[config.mk]
export PLATFORM = sky130hd
export DESIGN_NAME = hog_cell_histogram
export DESIGN_NICKNAME = d
export VERILOG_FILES = /design/src/sv/hch_pkg.sv /design/src/sv/hog_cell_histogram.sv /design/src/sv/hch_front.sv /design/src/sv/hch_back.sv
export SDC_FILE = /design/constraint.sdc
export NUM_CORES = 2
export LEC_CHECK = 0
export ABC_AREA = 0
export BUFFER_PORTS_ARGS = -buffer_cell sky130_fd_sc_hd__buf_4
export CAP_MARGIN = 20
export CORE_MARGIN = 2
export CORE_UTILIZATION = 50
export CTS_BUF_LIST = sky130_fd_sc_hd__clkbuf_2 sky130_fd_sc_hd__clkbuf_4 sky130_fd_sc_hd__clkbuf_8
export CTS_CLUSTER_SIZE = 28
export DETAILED_ROUTE_END_ITERATION = 7
export PLACE_DENSITY = 0.79
export SLEW_MARGIN = 20
export SYNTH_ARGS = -nofsm -noshare
export SYNTH_HDL_FRONTEND = slang
export SYNTH_HIERARCHICAL = 1
export SYNTH_SLANG_ARGS = --single-unit
[constraint.sdc]
create_clock -name clock -period 17.11 [get_ports clock]
set_input_delay 3.422 -clock clock [delete_from_list [all_inputs] [get_ports clock]]
set_output_delay 3.422 -clock clock [all_outputs]
set_load 0.02 [all_outputs]
[src/sv/hch_pkg.sv]
package hch_pkg;
   localparam int NumBins     = 9;
   localparam int MaxCellSize = 32;
   localparam int GradW       = 11;
   localparam int MagW        = 15;
   localparam int AccW        = 25;
   localparam int BinW        = 4;
   localparam int CountW      = 11;
   localparam int CfgW        = 6;
   localparam logic [AccW-1:0] AccMax = {AccW{1'b1}};

   // tan of -69,-49,-29,-9,11,31,51,71 degrees, times 10^13, rounded
   localparam int EdgeW = 46;
   localparam logic signed [EdgeW-1:0] TanScale = 46'sd10000000000000;
   typedef logic signed [EdgeW-1:0] edge_tan_type [0:NumBins-2];
   localparam edge_tan_type EdgeTan = '{
      -46'sd26050890646938, -46'sd11503684072210, -46'sd5543090514528,
      -46'sd1583844403245, 46'sd1943803091377, 46'sd6008606190276,
      46'sd12348971565351, 46'sd29042108776758};

   // classified pixel between front and back
   typedef struct packed {
      logic [BinW-1:0] bin;
      logic [MagW-1:0] mag;
      logic            close;
   } pix_type;

   // one result transaction
   typedef struct packed {
      logic [BinW-1:0] bin_index;
      logic [AccW-1:0] bin_sum;
      logic            last_bin;
   } rsp_type;
endpackage

[src/sv/hog_cell_histogram.sv]
// HOG cell histogram: 9 orientation bins of gradient magnitude per cell.
// req_ channel: one pixel (req_grad_x, req_grad_y) per transaction, cell by
// cell. rsp_ channel: after cell_size^2 pixels (cell_size clamped to 1..32),
// nine transactions, bins 0..8, rsp_last_bin high on bin 8. csr_ channel
// writes cell_size (reset 8); write it only while the block is idle.
// The front end takes no new pixel until the last one is handed to the back
// end; its rate is set by its bit-serial square root (16 iterations) plus the
// load and hand-off states. The back end accumulates each pixel as it is
// handed off, so it holds the front end only while it emits a burst.
// rsp_valid rises on bin 0 once the closing pixel has been added, then one
// bin per cycle while rsp_stall is low. A stalled receiver holds the burst;
// the front end can hold one more classified pixel, with req_stall high.
// Reset (synchronous, active high) clears all bin sums and the pixel count.
module hog_cell_histogram (
   input  logic                                clock,
   input  logic                                reset,
   input  logic                                req_valid,
   output logic                                req_stall,
   input  logic signed [hch_pkg::GradW-1:0]    req_grad_x,
   input  logic signed [hch_pkg::GradW-1:0]    req_grad_y,
   output logic                                rsp_valid,
   input  logic                                rsp_stall,
   output logic        [hch_pkg::BinW-1:0]     rsp_bin_index,
   output logic        [hch_pkg::AccW-1:0]     rsp_bin_sum,
   output logic                                rsp_last_bin,
   input  logic                                csr_valid,
   output logic                                csr_ready,
   input  logic        [hch_pkg::CfgW-1:0]     csr_cell_size
);
   import hch_pkg::*;

   logic [CfgW-1:0] cell_size_ff;
   logic            pix_valid, pix_stall;
   pix_type         pix_data;
   rsp_type         rsp_data;

   // configuration register
   assign csr_ready = 1'b1;
   always_ff @(posedge clock) begin
      if (reset) begin
         cell_size_ff <= CfgW'(8);
      end else if (csr_valid && csr_ready) begin
         cell_size_ff <= csr_cell_size;
      end
   end

   hch_front u_front (
      .clock, .reset, .req_valid, .req_stall, .req_grad_x, .req_grad_y,
      .cell_size(cell_size_ff), .pix_valid, .pix_stall, .pix_data);

   hch_back u_back (
      .clock, .reset, .pix_valid, .pix_stall, .pix_data,
      .rsp_valid, .rsp_stall, .rsp_data);

   assign rsp_bin_index = rsp_data.bin_index;
   assign rsp_bin_sum   = rsp_data.bin_sum;
   assign rsp_last_bin  = rsp_data.last_bin;
endmodule

[src/sv/hch_front.sv]
module hch_front (
   input  logic                                clock,
   input  logic                                reset,
   input  logic                                req_valid,
   output logic                                req_stall,
   input  logic signed [hch_pkg::GradW-1:0]    req_grad_x,
   input  logic signed [hch_pkg::GradW-1:0]    req_grad_y,
   input  logic        [hch_pkg::CfgW-1:0]     cell_size,
   output logic                                pix_valid,
   input  logic                                pix_stall,
   output hch_pkg::pix_type                    pix_data
);
   import hch_pkg::*;

   localparam int SqW  = 2*GradW + 8 + 1;
   localparam int Iter = 16;
   localparam int CmpW = GradW + EdgeW + 2;

   typedef enum logic [2:0] {
      ST_IDLE = 3'b001,
      ST_ROOT = 3'b010,
      ST_DONE = 3'b100
   } state_type;

   state_type          state_ff, state_in;
   logic [SqW-1:0]     rem_ff, rem_in;
   logic [MagW:0]      root_ff, root_in;
   logic [4:0]         iter_ff, iter_in;
   logic [BinW-1:0]    bin_ff, bin_in;
   logic               close_ff, close_in;
   logic [CountW-1:0]  count_ff, count_in;

   logic [CfgW-1:0]      edge_sz;
   logic [CountW-1:0]    target;
   logic signed [GradW:0] ax, by;
   logic [BinW-1:0]      bin_calc;
   logic [SqW-1:0]       sq_calc;
   logic [SqW-1:0]       trial;
   logic [SqW-1:0]       rem_shift;
   logic                 take;

   assign req_stall = (state_ff != ST_IDLE);
   assign take      = req_valid && !req_stall;
   assign pix_valid = (state_ff == ST_DONE);
   assign pix_data  = '{bin: bin_ff, mag: root_ff[MagW-1:0], close: close_ff};

   // clamp cell edge and square it
   always_comb begin
      edge_sz = cell_size;
      if (edge_sz == '0) edge_sz = CfgW'(1);
      if (edge_sz > CfgW'(MaxCellSize)) edge_sz = CfgW'(MaxCellSize);
      target = CountW'(edge_sz) * CountW'(edge_sz);
   end

   // orientation bin: count thresholds reached
   always_comb begin
      logic signed [CmpW-1:0] lhs, rhs;
      ax = req_grad_x[GradW-1] ? -(GradW+1)'(req_grad_x) : (GradW+1)'(req_grad_x);
      by = req_grad_x[GradW-1] ? -(GradW+1)'(req_grad_y) : (GradW+1)'(req_grad_y);
      bin_calc = '0;
      lhs = CmpW'(by) * CmpW'(TanScale);
      for (int k = 0; k < NumBins-1; k++) begin
         rhs = CmpW'(ax) * CmpW'(EdgeTan[k]);
         if (lhs >= rhs) bin_calc = bin_calc + BinW'(1);
      end
      if (req_grad_x == '0) bin_calc = BinW'(NumBins-1);
      sq_calc = (SqW'(req_grad_x * req_grad_x) + SqW'(req_grad_y * req_grad_y)) << 8;
   end

   // bit-pair square root, one result bit per cycle
   always_comb begin
      rem_shift = rem_ff;
      trial     = SqW'({root_ff, 2'b01});
      state_in  = state_ff;
      rem_in    = rem_ff;
      root_in   = root_ff;
      iter_in   = iter_ff;
      bin_in    = bin_ff;
      close_in  = close_ff;
      count_in  = count_ff;
      case (state_ff)
         ST_IDLE: begin
            if (take) begin
               rem_in   = sq_calc;
               root_in  = '0;
               iter_in  = '0;
               bin_in   = bin_calc;
               close_in = (count_ff + CountW'(1)) >= target;
               count_in = close_in ? '0 : count_ff + CountW'(1);
               state_in = ST_ROOT;
            end
         end
         ST_ROOT: begin
            // remainder window: top bits of the remainder at this step
            rem_shift = SqW'(rem_ff >> (2*(Iter-1) - 2*iter_ff));
            trial     = SqW'({root_ff, 2'b01});
            if (rem_shift >= trial) begin
               rem_in  = rem_ff - SqW'(trial << (2*(Iter-1) - 2*iter_ff));
               root_in = {root_ff[MagW-1:0], 1'b1};
            end else begin
               root_in = {root_ff[MagW-1:0], 1'b0};
            end
            iter_in = iter_ff + 5'd1;
            if (iter_ff == 5'(Iter-1)) state_in = ST_DONE;
         end
         ST_DONE: begin
            if (!pix_stall) state_in = ST_IDLE;
         end
         default: state_in = ST_IDLE;
      endcase
   end

   always_ff @(posedge clock) begin
      if (reset) begin
         state_ff <= ST_IDLE;
         count_ff <= '0;
      end else begin
         state_ff <= state_in;
         count_ff <= count_in;
      end
      rem_ff   <= rem_in;
      root_ff  <= root_in;
      iter_ff  <= iter_in;
      bin_ff   <= bin_in;
      close_ff <= close_in;
   end
endmodule

[src/sv/hch_back.sv]
module hch_back (
   input  logic             clock,
   input  logic             reset,
   input  logic             pix_valid,
   output logic             pix_stall,
   input  hch_pkg::pix_type pix_data,
   output logic             rsp_valid,
   input  logic             rsp_stall,
   output hch_pkg::rsp_type rsp_data
);
   import hch_pkg::*;

   typedef enum logic [1:0] {
      ST_ACC  = 2'b01,
      ST_EMIT = 2'b10
   } state_type;

   state_type          state_ff, state_in;
   logic [AccW-1:0]    acc_ff [0:NumBins-1];
   logic [AccW-1:0]    acc_in [0:NumBins-1];
   logic [BinW-1:0]    emit_ff, emit_in;
   logic [AccW:0]      sum;

   assign pix_stall = (state_ff != ST_ACC);
   assign rsp_valid = (state_ff == ST_EMIT);
   assign rsp_data  = '{bin_index: emit_ff, bin_sum: acc_ff[emit_ff],
                        last_bin: emit_ff == BinW'(NumBins-1)};

   // saturating add, then burst of nine results
   always_comb begin
      state_in = state_ff;
      emit_in  = emit_ff;
      acc_in   = acc_ff;
      sum      = (AccW+1)'(acc_ff[pix_data.bin]) + (AccW+1)'(pix_data.mag);
      case (state_ff)
         ST_ACC: begin
            if (pix_valid) begin
               acc_in[pix_data.bin] = sum[AccW] ? AccMax : sum[AccW-1:0];
               if (pix_data.close) begin
                  emit_in  = '0;
                  state_in = ST_EMIT;
               end
            end
         end
         ST_EMIT: begin
            if (!rsp_stall) begin
               acc_in[emit_ff] = '0;
               emit_in = emit_ff + BinW'(1);
               if (emit_ff == BinW'(NumBins-1)) state_in = ST_ACC;
            end
         end
         default: state_in = ST_ACC;
      endcase
   end

   always_ff @(posedge clock) begin
      if (reset) begin
         state_ff <= ST_ACC;
         emit_ff  <= '0;
         for (int k = 0; k < NumBins; k++) acc_ff[k] <= '0;
      end else begin
         state_ff <= state_in;
         emit_ff  <= emit_in;
         acc_ff   <= acc_in;
      end
   end
endmodule

==> results.cfg <==
[clocking]
root_buffer = clkbuf_8
htree_levels = 2
clock-sinks = 308
cts_tree = yes
clockBufferDepth = 3
cts_setup_buffers = 0
cts_resized = 0
clk_latency_ns = 0.66
clk_pin_slew_ns = 0.07
numCtsBuffers = 48
postCtsHoldBufs = 0

[sta]
tns_ns = -0.0646
relSlewSlack = 0.0444
final.period_utilization = 1.00
period_minus_slack_ns = 17.17
tightest_slew_ns = 1.43
setup_viol = 1
finalWorstSetupSlack_ns = -0.0646
fin_skew_ns = 0.0611
rsz0062_at_grt = false
max_freq_ghz = 0.0582
slew_violations = 0
final-hold-violation-count = 0

[run_status]
status = finished with violations
violations = setup timing

[synthesis]
yosysUniqueCellTypes = 104
yosysMostFrequentCell = inv_1
synth.top_cell.area_share = 0.298
synth_seq_cells = 308
ys_top_cells_by_count = 1833 x inv_1, 1518 x ha_1, 1375 x fa_1
syn_area_um2 = 92200
postSynthAreaPerCell_um2 = 9.09
syn_inst = 10100
yosysWarnings = 6
synthTopCellsByArea = fa_1 30%, ha_1 21%, inv_1 7.5%, dfxtp_1 5.4%, a21oi_1 3.4%
synth-edff-count = 57
yosysSeqAreaShare = 0.0730
async_flop_share = 0
yosysTopAreaCell = fa_1
synthFlopType = dfxtp_1

[floorplan]
die_y_um = 433
initial_utilization = 0.504
io-pin-count = 66
core_area_um2 = 183000
die_x_um = 433
die-area_um2 = 188000
rows = 157

[detailed_routing]
drt-wirelength-per-cell_um = 33.6
drt_iter0_drc = 10800
wl_um = 445000
ant_nets = 0
vias = 84400
via_per_inst = 6.38
drc = 0
dr.pass1.iters = 7

[setup_path]
crit_fanout = 11
cp_slowest_stage_delay_ns = 0.97
cpMostUsedCell = buf_4
start_kind = primary input
setup.worst_path.end_class = flip-flop
cp_slowest_cell = o31ai_1
path_buf_inv = 10
crit_arrival_ns = 17.58
path_class = primary input to flip-flop
crit_family = compound AO/OA/AOI/OAI gates
required_ns = 17.52

[final_layout]
utilization = 0.554
synthToLayoutAreaGrowth_pct = 9.97
multi_input_area_um2 = 78200
fillerInstances = 16500
seqCellArea_um2 = 6740
layout.nets = 13600
drive_gt1_frac = 0.0936

[place]
gp_congestion = 1.18
dp_hpwl_um = 376000
place.port_buffers = 64

[global_route]
grt_start_max_net_pins = 62
grt_pass1_wl_um = 616000
first_global_vias = 83100
antenna_found_initial = 45
globalRoute.totalOverflow = 0
grt_usage = 0.470

[flow_run]
cap_viol_max_count = 0

[hold_path]
hold_class = flip-flop to flip-flop
cell usage in the layout, fill, tap and decap left out, types with 21 or more instances in the layout:
master / n
a211oi_1: 73
a21o_1: 296
a21oi_1: 626
a22o_1: 89
a22oi_1: 21
a31oi_1: 54
and2_1: 78
and3_1: 60
buf_4: 657
clkbuf_8: 59
conb_1: 40
dfxtp_1: 248
diode_2: 40
edfxtp_1: 57
fa_1: 1375
ha_1: 1515
inv_1: 1833
mux2i_1: 116
mux4_2: 82
nand2_1: 621
nand2b_1: 116
nand3_1: 148
nand4_1: 110
nor2_1: 498
nor2b_1: 87
nor3_1: 94
nor4_1: 35
o211ai_1: 40
o21a_1: 67
o21ai_0: 445
o21ai_1: 30
o21bai_1: 69
o22ai_1: 40
o31ai_1: 27
or2_2: 33
or3_1: 41
xnor2_1: 261
xor2_1: 201
layout make-up:
class	instances	share of cell area
multi-input combinational	7814	0.771
inverter	1841	0.0681
sequential	308	0.0665
timing repair buffer	677	0.0526
tap	2464	0.0304
clock buffer	72	0.00897
clock inverter	14	0.00142
antenna	40	0.000987
sequential cells by signal, summed over array words and instances, names as in the netlist:
signal,count
u_front/iter_ff,5
u_front/count_ff,11
u_front/root_ff,16
u_front/state_ff,3
u_front/bin_ff,4
u_front/rem_ff,31
u_back/state_ff,2
u_back/acc_ff,225
cell_size_ff,6
u_back/emit_ff,4
u_front/close_ff,1
per-stage QoR:
step | std cells | setup slack, ns | hold WS (ns) | cell area, um^2
6_report | 13200 | -0.0646 | 0.469 | 101000
5_1_grt | 13200 | 0.136 | 0.494 | 101000
4_1_cts | 13200 | 0.628 | 0.467 | 101000
3_5_place_dp | 13100 | 0.0207 | 0.458 | 100000
3_3_place_gp | 13100 | 0.0851 | 0.444 | 100000
2_1_floorplan | 10200 | 0.307 | 0.433 | 92400
worst reg2reg max path: stages, from the launching register on:
cell	delay [ns]
edfxtp_1	0.33
buf_4	0.31
clkinv_1	0.78
nand2_1	0.69
or3_1	0.20
ha_1	0.25
nor2b_1	0.16
o21a_1	0.17
o21ai_0	0.20
a21oi_1	0.11
o21ai_0	0.22
a21oi_1	0.14
nor3_1	0.31
o21ai_0	0.34
a2111oi_0	0.60
o21ai_0	0.21
a31oi_1	0.23
xnor2_1	0.13
o21ai_0	0.09
cells by family after synthesis:
| kind of cell | count (synthesis) | synth area share |
|---|---|---|
| AOI/OAI and AO/OA | 2138 | 0.149 |
| xor gates and xnor gates | 492 | 0.0474 |
| adders and majority gates | 2893 | 0.504 |
| buffers and inverters | 2055 | 0.0848 |
| DFF | 308 | 0.0730 |
| muxes | 212 | 0.0343 |
| other | 3 | 0.000122 |
| and+or+nand+nor | 2039 | 0.107 |
worst paths after layout:
kind,start,endpoint,slack [ns],cells past startpoint
worst min register to register,u_back/acc_ff[125],u_back/acc_ff[125],0.47,2
worst max-delay path,req_grad_x[4],u_front/bin_ff[2],-0.06,46
worst max register to register,u_front/iter_ff[4],u_front/rem_ff[30],11.43,18
worst min-delay path,u_back/acc_ff[125],u_back/acc_ff[125],0.47,2
routing by layer:
metal,vias to the layer above,track usage,routed length [um]
met2,5642,0.662,179000
met1,42000,0.608,171000
met4,40,0.285,33400
li1,35400,-,-
met5,-,0,249
met3,1340,0.177,61600
Power is left out: the tool's default activity adds up to more than one toggle a clock period on the data nets, which glitch-free logic cannot reach.
